==> config.mk <==
export PLATFORM = sky130hd
export DESIGN_NAME = dpp_pha_word_stream_decoder_top
export DESIGN_NICKNAME = d
export VERILOG_FILES = /design/src/design/dpwsd_pkg.sv /design/src/design/dpwsd_div.sv /design/src/design/dpwsd_front.sv /design/src/design/dpwsd_back.sv /design/src/design/dpp_pha_word_stream_decoder_top.sv
export SDC_FILE = /design/constraint.sdc
export NUM_CORES = 1
export LEC_CHECK = 0
export BUFFER_PORTS_ARGS = -buffer_cell sky130_fd_sc_hd__buf_2
export CAP_MARGIN = 20
export CORE_MARGIN = 4
export CORE_UTILIZATION = 45
export CTS_CLUSTER_SIZE = 10
export DETAILED_ROUTE_END_ITERATION = 10
export GPL_TIMING_DRIVEN = 0
export PLACE_DENSITY = 0.61
export SKIP_CTS_REPAIR_TIMING = 1
export SLEW_MARGIN = 20
export SYNTH_ARGS = -nofsm -noshare
export SYNTH_HDL_FRONTEND = slang
export SYNTH_SLANG_ARGS = --single-unit
==> constraint.sdc <==
create_clock -name clk -period 8.7 [get_ports clk]
set_input_delay 1.74 -clock clk [delete_from_list [all_inputs] [get_ports clk]]
set_output_delay 1.74 -clock clk [all_outputs]
set_load 0.05 [all_outputs]
==> src/design/dpwsd_pkg.sv <==
`default_nettype none
package dpwsd_pkg;

	localparam int NumChannels = 16;
	localparam int GrpCount = (NumChannels / 2 > 8) ? 8 : NumChannels / 2;
	localparam int FifoDepth = 4;
	localparam int DivBits = 31;

	localparam logic [3:0] BoardMarker = 4'hA;

	typedef enum logic [2:0] {
		PH_BOARD,
		PH_GRP0,
		PH_GRP1,
		PH_DIV,
		PH_EVHDR,
		PH_SAMPLES,
		PH_EXTRA2,
		PH_EXTRA1
	} phase_t;

	typedef struct packed {
		logic        kind;
		logic [7:0]  module_out;
		logic [3:0]  channel;
		logic [46:0] ticks;
		logic [14:0] energy;
		logic        pileup_flag;
		logic [4:0]  extras_bits;
		logic [15:0] baseline_x4;
		logic [22:0] aggregate_counter;
	} rec_t;

	typedef struct packed {
		logic        start;
		logic [30:0] dividend;
		logic [17:0] divisor;
	} div_req_t;

	typedef struct packed {
		logic       found;
		logic [2:0] idx;
	} seek_t;

	function automatic seek_t seek_grp(input logic [7:0] mask, input logic [3:0] start);
		seek_t r;
		r = '0;
		for (int g = GrpCount - 1; g >= 0; g--) begin
			if (mask[g] && (4'(g) >= start)) begin
				r.found = 1'b1;
				r.idx   = 3'(g);
			end
		end
		return r;
	endfunction

endpackage
`default_nettype wire

==> src/design/dpwsd_div.sv <==
`default_nettype none
module dpwsd_div (
	input  wire logic               clk,
	input  wire logic               arst_n,
	input  wire dpwsd_pkg::div_req_t req,
	output logic                    done,
	output logic [30:0]             quotient
);
	import dpwsd_pkg::*;

	logic        busy_q;
	logic [4:0]  cnt_q;
	logic [30:0] quo_q;
	logic [17:0] rem_q;
	logic [17:0] div_q;
	logic [18:0] sh;
	logic        ge;
	logic [18:0] diff;

	// one quotient bit per cycle, restoring
	always_comb begin
		sh       = {rem_q, quo_q[30]};
		ge       = sh >= {1'b0, div_q};
		diff     = sh - {1'b0, div_q};
		done     = busy_q && (cnt_q == 5'(DivBits - 1));
		quotient = {quo_q[29:0], ge};
	end

	always_ff @(posedge clk or negedge arst_n) begin
		if (!arst_n) begin
			busy_q <= 1'b0;
			cnt_q  <= '0;
		end else if (req.start) begin
			busy_q <= 1'b1;
			cnt_q  <= '0;
		end else if (busy_q) begin
			cnt_q <= cnt_q + 5'd1;
			if (done) begin
				busy_q <= 1'b0;
			end
		end
	end

	always_ff @(posedge clk) begin
		if (req.start) begin
			quo_q <= req.dividend;
			rem_q <= '0;
			div_q <= req.divisor;
		end else if (busy_q) begin
			quo_q <= quotient;
			rem_q <= ge ? diff[17:0] : sh[17:0];
		end
	end
endmodule
`default_nettype wire

==> src/design/dpwsd_front.sv <==
`default_nettype none
module dpwsd_front (
	input  wire logic                clk,
	input  wire logic                arst_n,
	input  wire logic                acc,
	input  wire logic [31:0]         word,
	input  wire logic                last_word,
	input  wire logic [7:0]          module_id,
	output logic                     busy,
	output logic                     rec_valid,
	output dpwsd_pkg::rec_t          rec,
	output dpwsd_pkg::div_req_t      div_req,
	input  wire logic                div_done,
	input  wire logic [30:0]         div_quo
);
	import dpwsd_pkg::*;

	phase_t      phase_q, phase_d;
	logic [1:0]  hdr_q, hdr_d;
	logic [7:0]  mask_q, mask_d;
	logic [2:0]  grp_q, grp_d;
	logic [17:0] spe_q, spe_d;
	logic [30:0] evl_q, evl_d;
	logic [17:0] swl_q, swl_d;
	logic [22:0] cnt_q, cnt_d;
	logic [3:0]  ch_q, ch_d;
	logic [30:0] ttl_q, ttl_d;
	logic [31:0] ext_q, ext_d;
	seek_t       nxt_grp, first_grp;
	logic [17:0] spe_w;
	logic [17:0] swl_dec;
	logic [30:0] evl_dec;

	always_comb begin
		nxt_grp   = seek_grp(mask_q, {1'b0, grp_q} + 4'd1);
		first_grp = seek_grp(mask_q, 4'd0);
		spe_w     = {word[15:0], 2'b00};
		swl_dec   = (swl_q != '0) ? swl_q - 18'd1 : swl_q;
		evl_dec   = (evl_q != '0) ? evl_q - 31'd1 : evl_q;
		busy      = (phase_q == PH_DIV);

		phase_d = phase_q;
		hdr_d   = hdr_q;
		mask_d  = mask_q;
		grp_d   = grp_q;
		spe_d   = spe_q;
		evl_d   = evl_q;
		swl_d   = swl_q;
		cnt_d   = cnt_q;
		ch_d    = ch_q;
		ttl_d   = ttl_q;
		ext_d   = ext_q;
		rec_valid = 1'b0;
		rec       = '0;
		div_req   = '0;

		case (phase_q)
			PH_BOARD: begin
				if (acc) begin
					case (hdr_q)
						2'd0: begin
							if (word[31:28] != BoardMarker) begin
								rec_valid      = 1'b1;
								rec.kind       = 1'b1;
								rec.module_out = module_id;
							end
							hdr_d = 2'd1;
						end
						2'd1: begin
							mask_d = word[7:0];
							hdr_d  = 2'd2;
						end
						2'd2: begin
							cnt_d = word[22:0];
							hdr_d = 2'd3;
						end
						default: begin
							hdr_d = 2'd0;
							if (first_grp.found) begin
								grp_d   = first_grp.idx;
								phase_d = PH_GRP0;
							end
						end
					endcase
				end
			end
			PH_GRP0: begin
				if (acc) begin
					evl_d   = word[30:0];
					phase_d = PH_GRP1;
				end
			end
			PH_GRP1: begin
				if (acc) begin
					spe_d = spe_w;
					if (evl_q >= 31'd2) begin
						div_req.start    = !last_word;
						div_req.dividend = evl_q - 31'd2;
						div_req.divisor  = spe_w + 18'd3;
						phase_d          = PH_DIV;
					end else begin
						evl_d = '0;
						if (nxt_grp.found) begin
							grp_d   = nxt_grp.idx;
							phase_d = PH_GRP0;
						end else begin
							phase_d = PH_BOARD;
							hdr_d   = 2'd0;
						end
					end
				end
			end
			PH_DIV: begin
				if (div_done) begin
					evl_d = div_quo;
					if (div_quo != '0) begin
						phase_d = PH_EVHDR;
					end else if (nxt_grp.found) begin
						grp_d   = nxt_grp.idx;
						phase_d = PH_GRP0;
					end else begin
						phase_d = PH_BOARD;
						hdr_d   = 2'd0;
					end
				end
			end
			PH_EVHDR: begin
				if (acc) begin
					ch_d    = {grp_q, word[31]};
					ttl_d   = word[30:0];
					swl_d   = spe_q;
					phase_d = (spe_q != '0) ? PH_SAMPLES : PH_EXTRA2;
				end
			end
			PH_SAMPLES: begin
				if (acc) begin
					swl_d = swl_dec;
					if (swl_dec == '0) begin
						phase_d = PH_EXTRA2;
					end
				end
			end
			PH_EXTRA2: begin
				if (acc) begin
					ext_d   = word;
					phase_d = PH_EXTRA1;
				end
			end
			PH_EXTRA1: begin
				if (acc) begin
					if (word[14:0] != '0) begin
						rec_valid             = 1'b1;
						rec.module_out        = module_id;
						rec.channel           = ch_q;
						rec.ticks             = {ext_q[31:16], ttl_q};
						rec.energy            = word[14:0];
						rec.pileup_flag       = word[15];
						rec.extras_bits       = word[20:16];
						rec.baseline_x4       = ext_q[15:0];
						rec.aggregate_counter = cnt_q;
					end
					evl_d = evl_dec;
					if (evl_dec != '0) begin
						phase_d = PH_EVHDR;
					end else if (nxt_grp.found) begin
						grp_d   = nxt_grp.idx;
						phase_d = PH_GRP0;
					end else begin
						phase_d = PH_BOARD;
						hdr_d   = 2'd0;
					end
				end
			end
			default: begin
				phase_d = PH_BOARD;
				hdr_d   = 2'd0;
			end
		endcase

		if (acc && last_word) begin
			phase_d = PH_BOARD;
			hdr_d   = 2'd0;
		end
	end

	always_ff @(posedge clk or negedge arst_n) begin
		if (!arst_n) begin
			phase_q <= PH_BOARD;
			hdr_q   <= '0;
			mask_q  <= '0;
			grp_q   <= '0;
			spe_q   <= '0;
			evl_q   <= '0;
			swl_q   <= '0;
			cnt_q   <= '0;
			ch_q    <= '0;
			ttl_q   <= '0;
			ext_q   <= '0;
		end else begin
			phase_q <= phase_d;
			hdr_q   <= hdr_d;
			mask_q  <= mask_d;
			grp_q   <= grp_d;
			spe_q   <= spe_d;
			evl_q   <= evl_d;
			swl_q   <= swl_d;
			cnt_q   <= cnt_d;
			ch_q    <= ch_d;
			ttl_q   <= ttl_d;
			ext_q   <= ext_d;
		end
	end
endmodule
`default_nettype wire

==> src/design/dpwsd_back.sv <==
`default_nettype none
module dpwsd_back (
	input  wire logic          clk,
	input  wire logic          arst_n,
	input  wire logic          rec_valid,
	input  wire dpwsd_pkg::rec_t rec_in,
	output logic               full,
	input  wire logic [4:0]    tick_ns,
	output logic               out_valid_q,
	output dpwsd_pkg::rec_t    out_rec_q,
	output logic [50:0]        out_ts_q,
	input  wire logic          out_pop
);
	import dpwsd_pkg::*;

	localparam int PtrW = $clog2(FifoDepth);

	rec_t            fifo_q [FifoDepth];
	logic [PtrW-1:0] wp_q, rp_q;
	logic [PtrW:0]   cnt_q;
	logic            take;
	logic [51:0]     prod;

	assign full = (cnt_q == (PtrW + 1)'(FifoDepth));
	assign take = (cnt_q != '0) && (!out_valid_q || out_pop);
	assign prod = {5'd0, fifo_q[rp_q].ticks} * {47'd0, tick_ns};

	// small queue between parser and output
	always_ff @(posedge clk or negedge arst_n) begin
		if (!arst_n) begin
			wp_q        <= '0;
			rp_q        <= '0;
			cnt_q       <= '0;
			out_valid_q <= 1'b0;
		end else begin
			if (rec_valid) begin
				wp_q <= wp_q + PtrW'(1);
			end
			if (take) begin
				rp_q <= rp_q + PtrW'(1);
			end
			cnt_q <= cnt_q + (PtrW + 1)'(rec_valid) - (PtrW + 1)'(take);
			if (take) begin
				out_valid_q <= 1'b1;
			end else if (out_pop) begin
				out_valid_q <= 1'b0;
			end
		end
	end

	always_ff @(posedge clk) begin
		if (rec_valid) begin
			fifo_q[wp_q] <= rec_in;
		end
		if (take) begin
			out_rec_q <= fifo_q[rp_q];
			out_ts_q  <= prod[50:0];
		end
	end
endmodule
`default_nettype wire

==> src/design/dpp_pha_word_stream_decoder_top.sv <==
`default_nettype none
// Parser for digitizer DPP-PHA board aggregates. Words are pushed one per cycle while
// full is low; after the second group header word, full stays high while the
// iterative event-count divider runs. Results (event records and bad board markers)
// pass a four-entry queue and an output register, where the timestamp is scaled by
// tick_ns. Write tick_ns (cfg_we, cfg_wdata) only when idle.
module dpp_pha_word_stream_decoder_top (
	input  wire logic        clk,
	input  wire logic        arst_n,
	input  wire logic        cfg_we,
	input  wire logic [4:0]  cfg_wdata,
	input  wire logic        push,
	output logic             full,
	input  wire logic [31:0] word,
	input  wire logic        last_word,
	input  wire logic [7:0]  module_id,
	input  wire logic        pop,
	output logic             empty,
	output logic             kind,
	output logic [7:0]       module_out,
	output logic [3:0]       channel,
	output logic [50:0]      timestamp_ns,
	output logic [14:0]      energy,
	output logic             pileup_flag,
	output logic [4:0]       extras_bits,
	output logic [15:0]      baseline_x4,
	output logic [22:0]      aggregate_counter
);
	import dpwsd_pkg::*;

	logic [4:0]  tick_q;
	logic        acc;
	logic        busy;
	logic        q_full;
	logic        rec_valid;
	rec_t        rec;
	div_req_t    div_req;
	logic        div_done;
	logic [30:0] div_quo;
	logic        out_valid;
	rec_t        out_rec;
	logic [50:0] out_ts;

	always_ff @(posedge clk or negedge arst_n) begin
		if (!arst_n) begin
			tick_q <= 5'd2;
		end else if (cfg_we) begin
			tick_q <= cfg_wdata;
		end
	end

	assign full  = busy || q_full;
	assign acc   = push && !full;
	assign empty = !out_valid;

	dpwsd_div u_div (
		.clk      (clk),
		.arst_n   (arst_n),
		.req      (div_req),
		.done     (div_done),
		.quotient (div_quo)
	);

	dpwsd_front u_front (
		.clk       (clk),
		.arst_n    (arst_n),
		.acc       (acc),
		.word      (word),
		.last_word (last_word),
		.module_id (module_id),
		.busy      (busy),
		.rec_valid (rec_valid),
		.rec       (rec),
		.div_req   (div_req),
		.div_done  (div_done),
		.div_quo   (div_quo)
	);

	dpwsd_back u_back (
		.clk         (clk),
		.arst_n      (arst_n),
		.rec_valid   (rec_valid),
		.rec_in      (rec),
		.full        (q_full),
		.tick_ns     (tick_q),
		.out_valid_q (out_valid),
		.out_rec_q   (out_rec),
		.out_ts_q    (out_ts),
		.out_pop     (pop)
	);

	assign kind              = out_rec.kind;
	assign module_out        = out_rec.module_out;
	assign channel           = out_rec.channel;
	assign timestamp_ns      = out_ts;
	assign energy            = out_rec.energy;
	assign pileup_flag       = out_rec.pileup_flag;
	assign extras_bits       = out_rec.extras_bits;
	assign baseline_x4       = out_rec.baseline_x4;
	assign aggregate_counter = out_rec.aggregate_counter;
endmodule
`default_nettype wire
==> results of run 1 <==
[cell usage in the layout (no fill, tap or decap), types with 96 or more instances in the layout]
cell type	Yosys	final
mux4_2	120	120
nor2_1	158	158
and2_1	226	222
ha_1	96	96
fa_1	136	136
edfxtp_1	652	652
inv_1	210	210
a21oi_1	135	134
buf_2	8	185
o21ai_0	160	160
mux2_2	119	119
and3_1	115	115
clkbuf_16	0	99
nand2_1	217	217
clkbuf_1	136	197
dfrtp_1	189	189
[registers in the layout, summed over array words and instances (netlist names), 8 cells and up]
signal	count
u_back.fifo_q	480
u_back.out_rec_q	73
u_back.out_ts_q	51
u_div.div_q	17
u_div.quo_q	31
u_div.rem_q	18
u_front.cnt_q	23
u_front.evl_q	31
u_front.ext_q	32
u_front.mask_q	8
u_front.spe_q	16
u_front.swl_q	18
u_front.ttl_q	31
[worst max-delay path, stage by stage (launching register included)]
cell and delay [ps]:
dfrtp_1 310, clkbuf_1 230, buf_1 700, mux4_2 710, and2_1 210, fa_1 480
fa_1 550, inv_1 60, fa_1 530, inv_1 50, ha_1 330, o21a_1 230
a2111oi_0 910, o21ai_0 440, o211ai_1 360, a21bo_2 220, o31a_1 230, o311ai_0 180
a21oi_1 420, o21ai_0 210, xor2_1 180
[worst paths after layout]
path                                              start                             to  cells past startpoint
max                          u_back.rp_q[0]$_DFFE_PN0P_  u_back.out_ts_q[48]$_DFFE_PP_                     20
min                        u_front.cnt_q[2]$_DFFE_PN0P_   u_front.cnt_q[2]$_DFFE_PN0P_                      1
max reg2reg                  u_back.rp_q[0]$_DFFE_PN0P_  u_back.out_ts_q[48]$_DFFE_PP_                     20
min reg2reg                u_front.cnt_q[2]$_DFFE_PN0P_   u_front.cnt_q[2]$_DFFE_PN0P_                      1
max in group asynchronous                        arst_n          tick_q[1]$_DFFE_PN1P_                      3
min in group asynchronous                        arst_n  u_front.evl_q[11]$_DFFE_PN0P_                      1
[per-layer routing]
metal / vias up / track usage / wire length (um) / share of wire
met5: - / 0 / 0 / 0
met4: 0 / 0.0680 / 3810 / 0.035
met3: 201 / 0.0404 / 6670 / 0.061
met2: 802 / 0.359 / 52200 / 0.48
met1: 13600 / 0.286 / 46300 / 0.43
li1: 12500 / - / - / -
[area by class of cell]
class	count	area [um^2]	area share
sequential	860	24700	0.504
multi-input combinational	2013	17000	0.347
clock buffer	163	2730	0.0557
tap	1265	1580	0.0323
timing repair buffer	195	1370	0.0279
inverter	211	792	0.0162
buffer	165	648	0.0132
clock inverter	14	193	0.00393
antenna	2	5.00	0.000102
[logic make-up (layout without fill, tap and decap cells)]
kind of cell	after synthesis	count (layout)	share of synthesized area
AND/OR/NAND/NOR	923	923	0.112
flip-flops	860	860	0.573
AO/OA/AOI/OAI	494	494	0.0709
buffers and inverters	376	748	0.0333
multiplexers	252	252	0.0971
adder cells (fa/ha/maj)	232	232	0.0911
XOR/XNOR	112	112	0.0228
other	0	2	0
[per-stage QoR]
| stage | util | area (um^2) |
|---|---|---|
| 2_1_floorplan | - | 43100 |
| 6_report | 0.516 | 49000 |
| 3_3_place_gp | 0.479 | 45600 |
| 5_1_grt | 0.516 | 49000 |
| 4_1_cts | 0.516 | 49000 |
| 3_5_place_dp | 0.485 | 46100 |
==> summary.txt, run 1 <==
Status
  • Status: completed

Logic synthesis
  • Flops & latches, synth: 860
  • Yosys cell types: 83
  • Net count after synthesis: approximately 3.5k
  • Most frequent cell after synthesis: edfxtp_1
  • Synthesized instance count: around 3.2k
  • Syn avg cell area: ~13 um^2
  • Yosys top cell area share: 0.454
  • Biggest area consumer among synthesized cells: edfxtp_1
  • Post-synth top cells: 652 x edfxtp_1, 226 x and2_1, 217 x nand2_1
  • Yosys warnings: 0
  • Synth area leaders: edfxtp_1 45%, dfrtp_1 11%, fa_1 6.3%
  • Share of flip-flops with an asynchronous set or reset: 0.221
  • Register area share after synthesis: 0.573
  • Post-Syn Area: between 40000 and 50000 um^2
  • Primary FF master, synth: edfxtp_1
  • EDFF count, synth: 652

STA
  • Crit share post-route: 0.902
  • Setup WS post-layout: 857 ps
  • Min cycle time layout: 7840 ps
  • Fin Clk Skew: 57.7 ps
  • Max Clock Freq: approximately 0.13 GHz
  • Final setup fails: 0
  • Slew of the pin with the lowest slew margin: ~1100 ps
  • Setup TNS: 0 ps
  • Hold slack: approximately 490 ps
  • Pins Over Slew Limit: 0
  • Final Hold Vio Count: 0
  • Relative slew slack: 0.288
  • Unrepaired setup endpoints after global routing: false

Place
  • Post-Place Worst Slack: 684 ps
  • # placed instances: about 4.7k
  • RePlAce Congestion: about 0.94
  • DP HPWL: roughly 77 mm
  • PortBufs: ~180

Global routing
  • First-pass GRT wire length: ~170 mm
  • Antenna violations before repair: 4
  • Global route overflow: 0
  • Total track usage: 0.215
  • Largest net degree at the start of global routing: 87
  • Vias in the first global route: roughly 27k

Cells and area
  • Fillers: between 8k and 9k
  • Fin cells: 4888
  • Layout cell share with drive strength beyond 1: 0.162
  • Net count, final: ~3.8k
  • P&R area growth vs syn: 13.7%

Clock tree
  • Clk_lat worst skew: between 600 and 700 ps
  • Clk slew on worst S/H paths: roughly 60 ps
  • Worst-case clock buffer depth: 3
  • Clk root buf: clkbuf_16
  • CTS buffer count: between 90 and 100
  • CTS tree: done
  • Sinks on Clock Net: between 800 and 900
  • H-tree lvl count: 3

Floorplanning
  • Initial core utilization: 0.454
  • Core Footprint: between 90000 and 100000 um^2
  • Num ports: roughly 180
  • Die Width: around 320 um
  • Total Die Area: 101000 um^2
  • DIE HEIGHT: about 320 um
  • FP Rows: 113

Critical path
  • WP data arrival: just over 8000 ps
  • Reg2reg setup slack: ~860 ps
  • CP Max Fanout: 10
  • CP Data Required Time: just over 9000 ps
  • CP Launch Type: register
  • WS Path Type: register to register
  • Crit end category: register

Route
  • DRC violations left: 0
  • Mean routed wirelength per cell: about 22 um
  • Vias per cell: ~5.5
  • ANT nets after route: 0
  • First-iteration detailed-routing DRC count: ~2.3k
  • Via count: ~27k
  • WL final: ~110 mm
  • First-pass DRT Iterations: 6

Run
  • Max-cap violation count: 0

Hold path
  • HP Class: register to register
Power of run 1 is not shown: default switching activity piles up to over one toggle a cycle in this logic, so the estimate is an artifact.
==> run 2, diff against run 1 <==
--- a/config.mk
+++ b/config.mk
@@ -7,14 +7,16 @@
 export LEC_CHECK = 0
 export BUFFER_PORTS_ARGS = -buffer_cell sky130_fd_sc_hd__buf_2
 export CAP_MARGIN = 20
+export CORE_ASPECT_RATIO = 0.5
 export CORE_MARGIN = 4
 export CORE_UTILIZATION = 45
 export CTS_CLUSTER_SIZE = 10
 export DETAILED_ROUTE_END_ITERATION = 10
 export GPL_TIMING_DRIVEN = 0
-export PLACE_DENSITY = 0.61
+export PLACE_DENSITY = 0.6
 export SKIP_CTS_REPAIR_TIMING = 1
 export SLEW_MARGIN = 20
 export SYNTH_ARGS = -nofsm -noshare
 export SYNTH_HDL_FRONTEND = slang
+export SYNTH_HIERARCHICAL = 1
 export SYNTH_SLANG_ARGS = --single-unit
==> run 2 against run 1 <==
Hold slack got worse by 31 ps; cell area increased by 3.9%; area after synthesis increased by 4.1%; routed wire length increased by 13%; utilization increased by 0.22 points; first-iteration DRC count increased by 1.7%; clock-buffer cell count increased by 4; register-to-register slack improved by 1100 ps; fmax increased by 17%.
==> summary.txt, run 2 <==
STA
  • Crit share post-route: 0.773 (-0.128)
  • Relative slew slack: 0.230 (-0.0582)
  • Unrepaired setup endpoints after global routing: false
  • Min cycle time layout: 6730 ps (-1110 ps)
  • Pins Over Slew Limit: 0 (unchanged)
  • Fin Clk Skew: 30.4 ps (-27.3 ps)
  • Final setup fails: 0 (unchanged)
  • Slew of the pin with the lowest slew margin: 1150 ps (+93.3 ps)
  • Final Hold Vio Count: 0 (unchanged)
  • Max Clock Freq: 0.149 GHz (+17%)

Clock tree
  • CTS buffer count: 96 (-3.0%)
  • Clk_lat worst skew: 700 ps (+20 ps)
  • CTS tree: done
  • H-tree lvl count: 3 (unchanged)
  • Clk root buf: clkbuf_16
  • Sinks on Clock Net: 861 (+0.12%)
  • Worst-case clock buffer depth: 3 (unchanged)
  • Clk slew on worst S/H paths: 60 ps (about the same)

Cells and area
  • Commonest non-fill, non-tap cell in the layout: edfxtp_1
  • Most frequent cells in the layout: 653 x edfxtp_1, 333 x nand2_1, 311 x and2_1
  • Max reg flops: 480 (unchanged)
  • Fin cells: 5244 (+7.3%)
  • Layout Cell Area excl Fill: 50900 um^2 (+3.9%)
  • Fillers: 8547 (+2.9%)
  • Top Registers: u_back/fifo_q (480), u_back/out_rec_q (73), u_back/out_ts_q (51)
  • P&R area growth vs syn: 13.5%
  • Layout cell share with drive strength beyond 1: 0.170 (+0.00801)
  • Net count, final: 4126 (+7.8%)
  • Biggest register: u_back/fifo_q

Place
  • DP Area: 48000 um^2 (+4.3%)
  • RePlAce Congestion: 0.961 (+2.4%)
  • DP HPWL: 87.5 mm (+14%)
  • PortBufs: 176 (unchanged)
  • # placed instances: 5070 (+7.7%)

Route
  • DRC violations left: 0 (unchanged)
  • First-pass DRT Iterations: 7 (+1)
  • Via count: 29.1k (+7.7%)
  • ANT nets after route: 0 (unchanged)
  • Vias per cell: 5.54 (+0.35%)
  • Mean routed wirelength per cell: 23.4 um (+5.0%)
  • First-iteration detailed-routing DRC count: 2332 (+1.7%)
  • WL final: 123 mm (+13%)

Global routing
  • Largest net degree at the start of global routing: 82 (-5.7%)
  • Global route overflow: 0 (unchanged)
  • Antenna violations before repair: 6 (+2)
  • Vias in the first global route: 29.4k (+7.6%)
  • Total track usage: 0.236 (+0.0210)
  • First-pass GRT wire length: 187 mm (+11%)

Floorplanning
  • Initial core utilization: 0.456 (+0.00272)
  • FP Rows: 81 (-28%)
  • DIE HEIGHT: 231 um (-27%)
  • Num ports: 177 (unchanged)
  • Die Width: 454 um (+43%)
  • Core Footprint: 98300 um^2 (+3.5%)
  • Total Die Area: 105000 um^2 (+4.3%)

Status
  • Status: completed

Critical path
  • Worst path buffer plus inverter count: 5 (+1)
  • Crit end category: register
  • CP max stage cell: buf_1
  • CP Max Fanout: 10 (unchanged)
  • Crit-path cells: buf_1 -> buf_1 -> mux4_2 -> and2_1 -> fa_1 -> fa_1 -> inv_1 -> fa_1 -> inv_1 -> ha_1 -> buf_2 -> nand4_1 -> a2111oi_0 -> o311ai_1 -> nand4_1 -> nand2_1 -> o21ai_1 -> o221ai_1 -> xnor2_1
  • Crit path max-delay family: adder cells
  • Critical path's most frequent cell: fa_1
  • WP data arrival: 7150 ps (-1050 ps)
  • CP Launch Point: u_back/rp_q[1]$_DFFE_PN0P_
  • CP Data Required Time: 9130 ps (+70 ps)
  • WS Path Type: register to register
  • CP Launch Type: register
  • Crit path largest cell delay: 670 ps (-240 ps)
  • Worst R2R Start: u_back/rp_q[1]$_DFFE_PN0P_

Hold path
  • HP Class: register to register
  • Hold_sp: u_front/ttl_q[24]$_DFFE_PN0P_

Run
  • Max-cap violation count: 0 (unchanged)

Logic synthesis
  • Post-Syn Area: 44800 um^2 (+4.1%)
  • Synthesized instance count: 3544 (+9.1%)
  • Net count after synthesis: 3830 (+8.4%)
  • Yosys warnings: 6 (+6)
  • Syn avg cell area: 12.7 um^2 (-4.6%)
run 2: layout make-up:
type                    instances  area (um^2)  area share
diodes                          1         2.50   0.0000491
clock buffers                 167         2720      0.0534
repair buffers                198         1480      0.0290
well taps                    1328         1660      0.0326
inverters                     246          923      0.0181
clock inverters                 6          159     0.00312
plain buffers                 219         1090      0.0215
multi-input cells            2218        18200       0.357
flip-flops and latches        861        24700       0.486
run 2: per-layer routing:
| metal | share of wire | vias to the layer above | GRT usage | wire (um) |
|---|---|---|---|---|
| met4 | 0.028 | 0 | 0.0687 | 3490 |
| met2 | 0.46 | 789 | 0.370 | 56200 |
| met5 | 0 | - | 0 | 0 |
| met1 | 0.46 | 14800 | 0.341 | 56100 |
| li1 | - | 13300 | - | - |
| met3 | 0.057 | 171 | 0.0379 | 6980 |
run 2: path summary, 6_finish.rpt:
kind | to | slack (ps) | cells after the start
setup / recovery | u_back/out_ts_q[49]$_DFFE_PP_ | 1970 | 19
hold / removal | u_front/ttl_q[24]$_DFFE_PN0P_ | 460 | 2
setup reg to reg | u_back/out_ts_q[49]$_DFFE_PP_ | 1970 | 19
hold reg to reg | u_front/ttl_q[24]$_DFFE_PN0P_ | 460 | 2
max in group asynchronous | u_front/spe_q[5]$_DFFE_PN0P_ | 6810 | 2
min in group asynchronous | u_front/ext_q[28]$_DFFE_PN0P_ | 1020 | 1
run 2: worst min-delay path, delay by kind of cell, from the launching register on:
family | cells | cell delay [ps]
flip-flops | 1 | 330
AND/OR/NAND/NOR | 2 | 100
run 2: stage by stage:
step | util | setup TNS (ps) | hold slack [ps] | setup slack [ps]
floorplan | - | 0 | 437 | 1860
global placement | 0.482 | -1147110 | 452 | -2450
detailed placement | 0.489 | 0 | 455 | 1850
CTS | 0.518 | 0 | 469 | 1830
global route | 0.518 | 0 | 489 | 1490
finish | 0.518 | 0 | 463 | 1970
Power of run 2 is left out for the same reason.
==> run 3, diff against run 2 <==
--- a/config.mk
+++ b/config.mk
@@ -5,6 +5,7 @@
 export SDC_FILE = /design/constraint.sdc
 export NUM_CORES = 1
 export LEC_CHECK = 0
+export ABC_AREA = 1
 export BUFFER_PORTS_ARGS = -buffer_cell sky130_fd_sc_hd__buf_2
 export CAP_MARGIN = 20
 export CORE_ASPECT_RATIO = 0.5
@@ -13,7 +14,7 @@
 export CTS_CLUSTER_SIZE = 10
 export DETAILED_ROUTE_END_ITERATION = 10
 export GPL_TIMING_DRIVEN = 0
-export PLACE_DENSITY = 0.6
+export PLACE_DENSITY = 0.58
 export SKIP_CTS_REPAIR_TIMING = 1
 export SLEW_MARGIN = 20
 export SYNTH_ARGS = -nofsm -noshare
==> constraint.sdc (replaced) <==
create_clock -name clk -period 6.3 [get_ports clk]
set_input_delay 1.26 -clock clk [delete_from_list [all_inputs] [get_ports clk]]
set_output_delay 1.26 -clock clk [all_outputs]
set_load 0.05 [all_outputs]
==> run 3 against run 2 <==
Critical path depth up 1; routed wire length up 13%; global-route usage up 1.4 points; area after synthesis up 4.6%; critical path type unchanged.
==> summary.txt, run 3 <==
Status
  • Status: completed

Clock tree
  • CTS tree: done
  • Clk slew on worst S/H paths: 60 ps (about the same)
  • Clk_lat worst skew: 690 ps (about the same)
  • Sinks on Clock Net: 861 (unchanged)
  • CTS buffer count: 97 (+1.0%)
  • Worst-case clock buffer depth: 3 (unchanged)
  • Clk root buf: clkbuf_16
  • H-tree lvl count: 3 (unchanged)

Logic synthesis
  • Syn avg cell area: 8.94 um^2 (-29%)
  • Yosys warnings: 6 (unchanged)
  • Net count after synthesis: 5531 (+44%)
  • Post-Syn Area: 46900 um^2 (+4.6%)
  • Synthesized instance count: 5245 (+48%)

Cells and area
  • Net count, final: 5813 (+41%)
  • Most frequent cells in the layout: 1351 x nand2_1, 755 x inv_1, 732 x nor2_1
  • Top Registers: u_back/fifo_q (480), u_back/out_rec_q (73), u_back/out_ts_q (51)
  • Post-Route Utilization: 0.511 (-0.00719)
  • P&R area growth vs syn: 12.2%
  • Layout cell share with drive strength beyond 1: 0.0954 (-0.0747)
  • Commonest non-fill, non-tap cell in the layout: nand2_1
  • Layout Cell Area excl Fill: 52600 um^2 (+3.3%)
  • Max reg flops: 480 (unchanged)
  • Biggest register: u_back/fifo_q
  • Fillers: 9852 (+15%)

Route
  • First-pass DRT Iterations: 6 (-1)
  • Vias per cell: 5.13 (-7.4%)
  • WL final: 139 mm (+13%)
  • ANT nets after route: 0 (unchanged)
  • First-iteration detailed-routing DRC count: 3028 (+30%)
  • Via count: 36.0k (+24%)
  • DRC violations left: 0 (unchanged)
  • Mean routed wirelength per cell: 19.8 um (-15%)

Floorplanning
  • FP Rows: 83 (+2.5%)
  • Total Die Area: 110000 um^2 (+4.5%)
  • Initial core utilization: 0.455 (-0.000937)
  • Num ports: 177 (unchanged)
  • Die Width: 465 um (+2.2%)
  • DIE HEIGHT: 236 um (+2.2%)
  • Core Footprint: 103000 um^2 (+4.8%)

STA
  • Max Clock Freq: 0.184 GHz (+24%)
  • Setup WS post-layout: 869 ps (-1100 ps)
  • Crit share post-route: 0.862 (+0.0886)
  • Unrepaired setup endpoints after global routing: false
  • Min cycle time layout: 5430 ps (-1300 ps)
  • Final setup fails: 0 (unchanged)
  • Final Hold Vio Count: 0 (unchanged)
  • Pins Over Slew Limit: 0 (unchanged)
  • Fin Clk Skew: 23.9 ps (-6.46 ps)
  • Setup TNS: 0 ps (unchanged)
  • Relative slew slack: 0.335 (+0.105)
  • Slew of the pin with the lowest slew margin: 996 ps (-150 ps)

Global routing
  • Global route overflow: 0 (unchanged)
  • First-pass GRT wire length: 210 mm (+13%)
  • Antenna violations before repair: 8 (+2)
  • Largest net degree at the start of global routing: 90 (+9.8%)
  • Total track usage: 0.250 (+0.0145)
  • Vias in the first global route: 35.3k (+20%)

Place
  • PortBufs: 176 (unchanged)
  • RePlAce Congestion: 0.964 (+0.31%)
  • DP HPWL: 101 mm (+15%)
  • Post-Place Worst Slack: 846 ps (-1000 ps)
  • DP Area: 49800 um^2 (+3.6%)

Critical path
  • CP Data Required Time: 6720 ps (-2410 ps)
  • CP Launch Type: register
  • CP Max Fanout: 10 (unchanged)
  • WP data arrival: 5850 ps (-1300 ps)
  • Crit end category: register
  • WS Path Type: register to register

Run
  • Max-cap violation count: 0 (unchanged)

Hold path
  • HP Class: input port to async pin
-- run 3: area by class of cell --
type | instances | area [um^2] | share of cell area
antenna | 3 | 7.51 | 0.000143
sequential | 861 | 24700 | 0.470
multi-input combinational | 3383 | 18100 | 0.344
inverter | 788 | 2990 | 0.0569
clock buffer | 170 | 2720 | 0.0517
timing repair buffer | 183 | 1080 | 0.0206
tap | 1402 | 1750 | 0.0333
clock inverter | 8 | 104 | 0.00197
buffer | 213 | 1110 | 0.0212
-- run 3: metrics by stage --
stage / std cells / hold slack (ps)
finish: 7011 / 399
global route: 7008 / 372
CTS: 7008 / 359
detailed placement: 6830 / 460
global placement: 6823 / 460
floorplan: 5245 / 435
-- run 3: layer usage --
layer  wire length [um]  global-route usage  part of all wire  vias up
li1                   -                   -                 -    17300
met1              60300               0.334              0.43    17300
met2              64700               0.411              0.47     1026
met3               8100              0.0384             0.058      304
met4               5630               0.100             0.041        4
met5                 24                   0           0.00017        -
-- run 3: worst max-delay path, stage by stage, from the launching register on --
cell and delay [ps]:
dfrtp_1 420, buf_4 290, clkbuf_1 580, nand3_1 150, nand2_1 340, nor2_1 110, fa_1 520, fa_1 560
inv_1 60, fa_1 530, inv_1 40, ha_1 350, nand2_1 120, nor2_2 200, nand3_1 90, nand2_1 190
nand2_1 110, a21oi_1 290, nor2_1 70, nand2_1 60, nand2_1 80
-- run 3: worst paths after layout --
path	start	end	slack (ps)	depth (start not counted)
min reg2reg	u_div/rem_q[17]$_SDFFE_PP0P_	u_div/rem_q[17]$_SDFFE_PP0P_	470	2
min in group clk	u_div/rem_q[17]$_SDFFE_PP0P_	u_div/rem_q[17]$_SDFFE_PP0P_	470	2
min	arst_n	u_front/swl_q[0]$_DFFE_PN0P_	400	1
max	u_back/rp_q[1]$_DFFE_PN0P_	u_back/out_ts_q[34]$_DFFE_PP_	870	20
max in group asynchronous	arst_n	u_front/ext_q[18]$_DFFE_PN0P_	4680	3
max reg2reg	u_back/rp_q[1]$_DFFE_PN0P_	u_back/out_ts_q[34]$_DFFE_PP_	870	20
Power of run 3 is left out for the same reason.
